$ cat src/hdl/pewin_pkg.sv
package pewin_pkg;

   localparam int DEPTH     = 1024;
   localparam int ADDR_W    = $clog2(DEPTH);
   localparam int OCC_W     = $clog2(DEPTH + 1);
   localparam int STAMP_W   = 32;
   localparam int COUNT_W   = 11;
   localparam int RSP_DATA_W = 24;
   localparam logic [STAMP_W-1:0] WINDOW_RESET = STAMP_W'(60);

   typedef enum logic [1:0] {
      ST_IDLE,
      ST_CHECK,
      ST_WRITE
   } state_type;

   typedef struct packed {
      logic                wr_en;
      logic [ADDR_W-1:0]   wr_addr;
      logic [STAMP_W-1:0]  wr_data;
      logic [ADDR_W-1:0]   rd_addr;
   } ring_cmd_type;

   typedef struct packed {
      logic [COUNT_W-1:0] in_window;
      logic [COUNT_W-1:0] peak_count;
      logic               overflowed;
      logic               run_done;
   } result_type;

   function automatic logic [ADDR_W-1:0] next_slot(input logic [ADDR_W-1:0] slot);
      logic [ADDR_W-1:0] nxt;
      if (slot == ADDR_W'(DEPTH - 1)) begin
         nxt = '0;
      end else begin
         nxt = slot + ADDR_W'(1);
      end
      return nxt;
   endfunction

endpackage

$ cat src/hdl/pewin_ctrl.sv
module pewin_ctrl (
   input  logic                                clock,
   input  logic                                reset,
   input  logic                                req_valid,
   output logic                                req_ready,
   input  logic [pewin_pkg::STAMP_W-1:0]       req_stamp,
   input  logic                                req_last,
   input  logic                                csr_valid,
   input  logic [pewin_pkg::STAMP_W-1:0]       csr_data,
   input  logic                                out_free,
   output logic                                result_load,
   output pewin_pkg::result_type               result,
   output pewin_pkg::ring_cmd_type             ring_cmd,
   input  logic [pewin_pkg::STAMP_W-1:0]       ring_rd_data
);
   import pewin_pkg::*;

   state_type          state_ff, state_in;
   logic [STAMP_W-1:0] stamp_ff, stamp_in;
   logic               last_ff, last_in;
   logic [ADDR_W-1:0]  oldest_ff, oldest_in;
   logic [OCC_W-1:0]   occ_ff, occ_in;
   logic [OCC_W-1:0]   best_ff, best_in;
   logic               ovf_ff, ovf_in;
   logic [STAMP_W-1:0] window_ff, window_in;

   logic               expire;
   logic               full;
   logic               commit;
   logic [ADDR_W-1:0]  base_oldest;
   logic [OCC_W-1:0]   base_occ;
   logic [ADDR_W:0]    slot_sum;
   logic [ADDR_W-1:0]  wr_slot;
   logic [OCC_W-1:0]   occ_commit;
   logic [OCC_W-1:0]   best_commit;

   // A stored stamp leaves the window only when it is strictly older than the new one.
   assign expire = (stamp_ff > ring_rd_data) && ((stamp_ff - ring_rd_data) > window_ff);

   // Store the new stamp: a full ring gives up its oldest entry first.
   always_comb begin
      full        = (occ_ff == OCC_W'(DEPTH));
      base_oldest = full ? next_slot(oldest_ff) : oldest_ff;
      base_occ    = full ? OCC_W'(DEPTH - 1) : occ_ff;
      slot_sum    = {1'b0, base_oldest} + (ADDR_W + 1)'(base_occ);
      if (slot_sum >= (ADDR_W + 1)'(DEPTH)) begin
         wr_slot = ADDR_W'(slot_sum - (ADDR_W + 1)'(DEPTH));
      end else begin
         wr_slot = ADDR_W'(slot_sum);
      end
      occ_commit  = base_occ + OCC_W'(1);
      best_commit = (occ_commit > best_ff) ? occ_commit : best_ff;
   end

   assign window_in = csr_valid ? csr_data : window_ff;

   always_ff @(posedge clock) begin
      if (reset) begin
         state_ff  <= ST_IDLE;
         oldest_ff <= '0;
         occ_ff    <= '0;
         best_ff   <= '0;
         ovf_ff    <= 1'b0;
         window_ff <= WINDOW_RESET;
      end else begin
         state_ff  <= state_in;
         oldest_ff <= oldest_in;
         occ_ff    <= occ_in;
         best_ff   <= best_in;
         ovf_ff    <= ovf_in;
         window_ff <= window_in;
      end
   end

   always_ff @(posedge clock) begin
      stamp_ff <= stamp_in;
      last_ff  <= last_in;
   end

   always_comb begin
      state_in  = state_ff;
      stamp_in  = stamp_ff;
      last_in   = last_ff;
      oldest_in = oldest_ff;
      occ_in    = occ_ff;
      best_in   = best_ff;
      ovf_in    = ovf_ff;
      req_ready = 1'b0;
      commit    = 1'b0;
      ring_cmd.rd_addr = oldest_ff;

      case (state_ff)
         ST_IDLE: begin
            req_ready = 1'b1;
            if (req_valid) begin
               stamp_in = req_stamp;
               last_in  = req_last;
               state_in = (occ_ff == '0) ? ST_WRITE : ST_CHECK;
            end
         end
         ST_CHECK: begin
            if (expire) begin
               oldest_in        = next_slot(oldest_ff);
               occ_in           = occ_ff - OCC_W'(1);
               ring_cmd.rd_addr = next_slot(oldest_ff);
               state_in         = (occ_ff == OCC_W'(1)) ? ST_WRITE : ST_CHECK;
            end else if (out_free) begin
               commit = 1'b1;
            end else begin
               state_in = ST_WRITE;
            end
         end
         ST_WRITE: begin
            if (out_free) begin
               commit = 1'b1;
            end
         end
         default: begin
            state_in = ST_IDLE;
         end
      endcase

      if (commit) begin
         state_in = ST_IDLE;
         if (last_ff) begin
            oldest_in = '0;
            occ_in    = '0;
            best_in   = '0;
            ovf_in    = 1'b0;
         end else begin
            oldest_in = base_oldest;
            occ_in    = occ_commit;
            best_in   = best_commit;
            ovf_in    = ovf_ff | full;
         end
      end

      ring_cmd.wr_en   = commit;
      ring_cmd.wr_addr = wr_slot;
      ring_cmd.wr_data = stamp_ff;
   end

   assign result_load       = commit;
   assign result.in_window  = COUNT_W'(occ_commit);
   assign result.peak_count = COUNT_W'(best_commit);
   assign result.overflowed = ovf_ff | full;
   assign result.run_done   = last_ff;

endmodule

$ cat config.mk
export PLATFORM = sky130hd
export DESIGN_NAME = pewin_ctrl
export DESIGN_NICKNAME = d
export VERILOG_FILES = /design/src/hdl/pewin_pkg.sv /design/src/hdl/pewin_ctrl.sv
export SDC_FILE = /design/constraint.sdc
export NUM_CORES = 1
export LEC_CHECK = 0
export BUFFER_PORTS_ARGS = -buffer_cell sky130_fd_sc_hd__buf_2
export CORE_MARGIN = 1
export CORE_UTILIZATION = 40
export DETAILED_ROUTE_END_ITERATION = 6
export GPL_ROUTABILITY_DRIVEN = 0
export SLEW_MARGIN = 20
export SYNTH_ARGS = -nofsm -noshare
export SYNTH_HDL_FRONTEND = slang
export SYNTH_SLANG_ARGS = --single-unit
$ cat constraint.sdc
create_clock -name clock -period 10.4 [get_ports clock]
set_clock_uncertainty 0.15 [all_clocks]
set_input_delay 2.08 -clock clock [delete_from_list [all_inputs] [get_ports clock]]
set_output_delay 2.08 -clock clock [all_outputs]
set_load 0.03 [all_outputs]
==> impl_metrics.csv, run 1 <==
group,metric,value,unit
run_status,outcome,"completed",
synthesis,syn-instance-count,953,
worst_setup_path,crit_type,"input pin to output pin",
placed_design,place_area,0.00909,mm2
grt,grt-ovfl-total,0,
placed_design,dpl.hpwl,16.7,mm
die,initial_core_util,0.412,
timing,setup_viol,0,
timing,period_share,0.928,
timing,fin_setup_tns,0,ps
route,wl_per_cell,16.1,um
power,p_sw,970,uW
worst_setup_path,crit_path_end,"ring_cmd[0]",
route,wirelength,22.1,mm
grt,antenna_found_initial,1,
layout,final_layout_size_suffix_gt1_frac,0.207,
worst_setup_path,crit_path_end_kind,"output pin",
layout,final_nets,1297,
synthesis,yosysMostFrequentCell,"inv_1",
worst_setup_path,rr_startpoint,"stamp_ff[7]",
synthesis,synthTopCellsByCount,"inv_1 (110), ha_1 (91), nor2_1 (70)",
worst_setup_path,worstPathArrival,7430,ps
grt,grt_use_total,0.213,
placed_design,dp_slack,746,ps
cts,cts.clk_slew.worst_paths,70,ps
worst_setup_path,path_max_fanout,11,
cts,clk_path_buf_depth,2,
timing,max_clock_freq,104,MHz
synthesis,synth_async_sr_flop_share,0,
power,static-leakage-power,4.35,nW
layout,stdcell_area,0.00939,mm2
timing,relSlewSlack,0.301,
die,die_height,144,um
cts,cts_tree,"done",
synthesis,syn_area_per_cell,8.46,um2
timing,post-route-min-period,9660,ps
route,viasPerCell,5.39,
power,p_sw_frac,0.481,
grt,grt_max_degree,51,
route,drt_iter0_drc,361,
route,firstDrtPassIters,5,
route,route.detailed.drc,0,
cts,ctsHoldBuffers,0,
synthesis,synth_edf_count,33,
power,p_seq_frac,0.246,
worst_setup_path,r2r_cells,19,
cts,ctsResizeCount,0,
layout,area_growth,16.4,%
die,die_area,0.0207,mm2
power,intPower,1.05,mW
synthesis,synth.top_cell.area_share,0.166,
die,die_x,144,um
cts,clock_latency,360,ps
worst_setup_path,startpoint,"ring_rd_data[7]",
synthesis,syn_nets,1148,
die,io_pins,181,
cts,cts_buffers,9,
worst_setup_path,rr_endpoint,"oldest_ff[0]",
placed_design,port_buffers,180,
power,p_total,2.02,mW
worst_setup_path,cpMaxStageDelayCell,"or4_1",
power,pwr-share-clk,0.174,
timing,rsz0062_at_grt,"false",
route,ant_nets,0,
synthesis,synth_seq_area_share,0.289,
synthesis,synth_top_area_cell,"dfxtp_1",
cts,h-tree-depth,3,
power,cellPowerDensity,215,mW/mm2
worst_setup_path,required,8170,ps
worst_setup_path,start_kind,"input pin",
worst_setup_path,cp_cell_sequence,"buf_2, inv_1, ha_1, a21oi_1, o21ai_0, o2111ai_1, nand3_1, a21oi_1, o22ai_1, o41ai_1, xnor2_1, ha_1, nand4_2, or4_1, a221oi_2, o41ai_1, and2_1, nor3_4, mux2_2, buf_2",
synthesis,synth_area,0.00806,mm2
layout,multi_input_area,0.00507,mm2
timing,tightest_slew,1050,ps
timing,final_hold_viol_count,0,
cts,cts_setup_buffers,0,
power,ir_worst_vdd,135,uV
synthesis,ys_top_cells_by_area,"dfxtp_1 (17%), ha_1 (14%), edfxtp_1 (12%)",
grt,grt_pass1_vias,6878,
cts,cts_root_buf,"clkbuf_16",
synthesis,synth-seq-cells,100,
timing,drv_slew,0,
layout,fill_cells,1969,
power,comb_power_share,0.580,
layout,final-seq-area,0.00233,mm2
die,row_count,51,
synthesis,dominantRegCellSynth,"dfxtp_1",
worst_setup_path,r2r_setup_slack,4300,ps
cts,clock-sinks,100,
synthesis,ys.warnings.count,0,
min_path,hold_path_class,"flop to flop",
job,drv_cap,0,
timing,worst_slack,745,ps
worst_setup_path,slowest_delay,580,ps
route,vias,7406,
grt,grt_pass1_wl,34.7,mm
die,core,0.0196,mm2
layout,post-route-util,0.479,
synthesis,yosysUniqueCellTypes,72,
logic make-up after synthesis:
kind of cell	count (synthesis)	share of synthesized area
AO/OA/AOI/OAI	228	0.195
buffers and inverters	159	0.0821
multiplexers	36	0.0455
XOR/XNOR	59	0.0641
adder cells (fa/ha/maj)	93	0.146
AND/OR/NAND/NOR	278	0.178
flip-flops	100	0.289
critical path: cells and delay by family:
kind,cells,cell delay [ps]
xor gates and xnor gates,1,140
muxes,1,410
AOI/OAI and AO/OA,8,2010
adders and majority gates,2,690
buffers and inverters,3,290
and+or+nand+nor,5,1830
worst min path at each step:
stage / from / to / slack, ps / cells after the start
2_1_floorplan: best_ff[10] / best_ff[10] / 290 / 1
3_3_place_gp: best_ff[10] / best_ff[10] / 300 / 1
3_5_place_dp: best_ff[10] / best_ff[10] / 320 / 1
4_1_cts: best_ff[10] / best_ff[10] / 330 / 1
5_1_grt: best_ff[10] / best_ff[10] / 350 / 1
6_report: best_ff[10] / best_ff[10] / 330 / 1
cell usage in the layout (no fill, tap or decap), types with 11 or more instances in the layout:
| cell type | n |
|---|---|
| ha_1 | 91 |
| and3_1 | 16 |
| nand4_1 | 23 |
| nor3_1 | 11 |
| a21o_1 | 13 |
| dfxtp_1 | 67 |
| nand2_1 | 61 |
| a21oi_1 | 64 |
| buf_2 | 180 |
| nor2_1 | 70 |
| nand3_1 | 44 |
| edfxtp_1 | 33 |
| xnor2_1 | 45 |
| mux2i_1 | 31 |
| a2111o_1 | 11 |
| inv_1 | 110 |
| o21ai_0 | 41 |
| xor2_1 | 14 |
registers in the layout (all words and copies together) (netlist names):
register	count
window_ff	32
oldest_ff	10
occ_ff	11
stamp_ff	32
ovf_ff	1
last_ff	1
best_ff	11
state_ff	2
final cells by class:
class | instances | area share
Tap cell | 265 | 0.0353
Timing Repair Buffer | 185 | 0.100
Multi-Input combinational cell | 694 | 0.540
Inverter | 112 | 0.0448
Antenna cell | 1 | 0.000267
Clock inverter | 6 | 0.00666
Sequential cell | 100 | 0.248
Clock buffer | 10 | 0.0244
power groups by stage:
stage	Clock, mW	Sequential [mW]	Combinational, mW
finish	0.351	0.497	1.17
detailed placement	0	0.505	1.16
floorplan	0	0.530	0.870
global placement	0	0.505	1.15
global route	0.373	0.504	1.29
CTS	0.361	0.497	1.17
metal layers:
| metal | track usage | wire [um] |
|---|---|---|
| met4 | 0.0588 | 274 |
| met2 | 0.332 | 9860 |
| met5 | 0 | 0 |
| met3 | 0.0341 | 1220 |
| met1 | 0.301 | 10700 |
through the flow:
step | instances | hold WS (ps)
detailed placement | 1356 | 318
finish | 1373 | 334
CTS | 1372 | 335
floorplan | 953 | 292
global route | 1373 | 346
global placement | 1356 | 304
Note: power is estimated with default switching activity, not from simulation.
==> inputs of run 2 (changes only) <==
CORE_MARGIN = 1.5   (was 1)
PLACE_DENSITY = 0.61   (was not set)
==> run 2 against run 1 <==
- maximum frequency rose by 0.90%
- worst setup slack improved by 86 ps
- clock power fell by 2%
- sequential cell count did not move
- via count fell by 1.4%
- routed wire length barely moved
- design area barely moved
- largest cell class unchanged
- highest routed layer unchanged
==> impl_metrics.csv, run 2 (same netlist as run 1, synthesis figures left out) <==
group,metric,value,unit
route,viasPerCell,5.31,
power,ir_worst_vdd,126,uV
power,p_sw_frac,0.480,
die,io_pins,181,
route,wl_met2,9.96,mm
route,route.detailed.drc,0,
timing,setup_viol,0,
route,drt_iter0_drc,527,
cts,h-tree-depth,3,
route,drt-met1-wl,10.6,mm
power,pwr-share-clk,0.172,
worst_setup_path,cpMaxStageDelayCell,"or4_1",
route,ant_nets,0,
die,die_height,145,um
power,comb_power_share,0.582,
grt,grt_max_degree,51,
worst_setup_path,path_max_fanout,17,
placed_design,dpl.hpwl,16.7,mm
run_status,outcome,"completed",
layout,area_growth,16.5,%
layout,post-route-util,0.480,
die,die_x,145,um
placed_design,dp_slack,848,ps
route,highest_layer,"met4",
layout,layoutNonFillerInstCount,1374,
timing,post-route-min-period,9570,ps
timing,drv_slew,0,
timing,relSlewSlack,0.284,
worst_setup_path,cp_cell_sequence,"buf_2, inv_1, ha_1, a21oi_1, o21ai_0, o2111ai_1, nand3_1, a21oi_1, o21ai_0, o41ai_1, xnor2_1, ha_1, nand4_1, or4_1, a221oi_2, o41ai_1, and2_1, buf_4, or2_4, o41ai_2, buf_2",
grt,grt_pass1_wl,36.3,mm
power,static-leakage-power,4.34,nW
route,dr_wl_met3,1.18,mm
placed_design,place_area,0.00910,mm2
cts,cts.clk_slew.worst_paths,70,ps
cts,cts_setup_buffers,0,
layout,final_common_cell,"buf_2",
timing,final_hold_viol_count,0,
grt,antenna_found_initial,1,
grt,grt_use_total,0.212,
die,core,0.0196,mm2
die,initial_core_util,0.412,
min_path,hold_path_class,"flop to flop",
cts,ctsResizeCount,0,
placed_design,port_buffers,180,
cts,clock-sinks,100,
cts,cts_tree,"done",
cts,ctsHoldBuffers,0,
cts,clock_latency,360,ps
layout,reg_top3,"stamp_ff x32, window_ff x32",
die,die_area,0.0210,mm2
timing,tightest_slew,1070,ps
route,firstDrtPassIters,5,
timing,fin_setup_tns,0,ps
cts,cts_buffers,9,
power,p_sw,966,uW
placed_design,dp_cells,1357,
die,row_count,51,
worst_setup_path,required,8170,ps
timing,period_share,0.920,
power,cellPowerDensity,214,mW/mm2
worst_setup_path,crit_path_end_kind,"output pin",
grt,grt_pass1_vias,7068,
route,vias,7302,
cts,cts_root_buf,"clkbuf_16",
job,drv_cap,0,
worst_setup_path,crit_type,"input pin to output pin",
power,p_seq_frac,0.247,
worst_setup_path,worstPathArrival,7340,ps
route,wirelength,22.1,mm
layout,stdcell_area,0.00940,mm2
timing,worst_slack,831,ps
layout,final_layout_size_suffix_gt1_frac,0.207,
route,wl_per_cell,16.1,um
grt,grt-ovfl-total,0,
cts,clk_path_buf_depth,2,
layout,final_nets,1298,
timing,max_clock_freq,105,MHz
layout,final_cell_mix,"buf_2 (180), inv_1 (110), ha_1 (91), nor2_1 (70), dfxtp_1 (67)",
worst_setup_path,start_kind,"input pin",
power,intPower,1.05,mW
worst_setup_path,slowest_delay,560,ps
timing,rsz0062_at_grt,"false",
## run 2: cell types whose count changed in the layout (fill, tap and decap cells not counted)
| cell | delta |
|---|---|
| clkinv_2 | -3 |
| clkinvlp_2 | +1 |
| clkinv_1 | +2 |
| inv_6 | -1 |
| clkinvlp_4 | +2 |
| clkbuf_1 | -1 |
| buf_4 | +1 |
## run 2: cell type report
type	count	area (um2)
sequential	100	2330
multi-input combinational	694	5070
clock buffer	9	225
timing repair buffer	186	946
fill	1984	10200
antenna	1	2.50
tap	265	332
clock inverter	7	66.3
inverter	112	420
## run 2: critical path: cells and delay by family
family | cells | cell delay, ps
AOI/OAI and AO/OA | 9 | 2400
and+or+nand+nor | 5 | 1470
adders and majority gates | 2 | 660
buffers and inverters | 4 | 600
xor gates and xnor gates | 1 | 120
## run 2: metal layers
| metal | vias to the layer above | global-route usage |
|---|---|---|
| met1 | 3349 | 0.290 |
| met5 | - | 0 |
| met2 | 193 | 0.345 |
| met3 | 28 | 0.0403 |
| li1 | 3732 | - |
| met4 | 0 | 0.0515 |
## run 2: worst paths after layout
| check | cells after the start | to | start | slack [ps] |
|---|---|---|---|---|
| setup / recovery | 21 | ring_cmd[7] | ring_rd_data[7] | 830 |
| hold / removal | 1 | best_ff[10] | best_ff[10] | 330 |
| setup reg to reg | 19 | oldest_ff[7] | stamp_ff[7] | 4370 |
| hold reg to reg | 1 | best_ff[10] | best_ff[10] | 330 |
## run 2: power groups by stage
| stage | Sequential [mW] | Combinational, mW | Clock (mW) |
|---|---|---|---|
| after CTS | 0.496 | 1.17 | 0.355 |
| after detailed placement | 0.504 | 1.16 | 0 |
| after global placement | 0.504 | 1.15 | 0 |
| after global routing | 0.503 | 1.30 | 0.367 |
| final | 0.496 | 1.17 | 0.345 |
| after floorplan | 0.530 | 0.870 | 0 |
## run 2: through the flow
| step | hold WS (ps) | power, mW |
|---|---|---|
| 2_1_floorplan | 292 | 1.40 |
| 3_3_place_gp | 304 | 1.66 |
| 3_5_place_dp | 312 | 1.67 |
| 4_1_cts | 328 | 2.02 |
| 5_1_grt | 346 | 2.17 |
| 6_report | 327 | 2.01 |
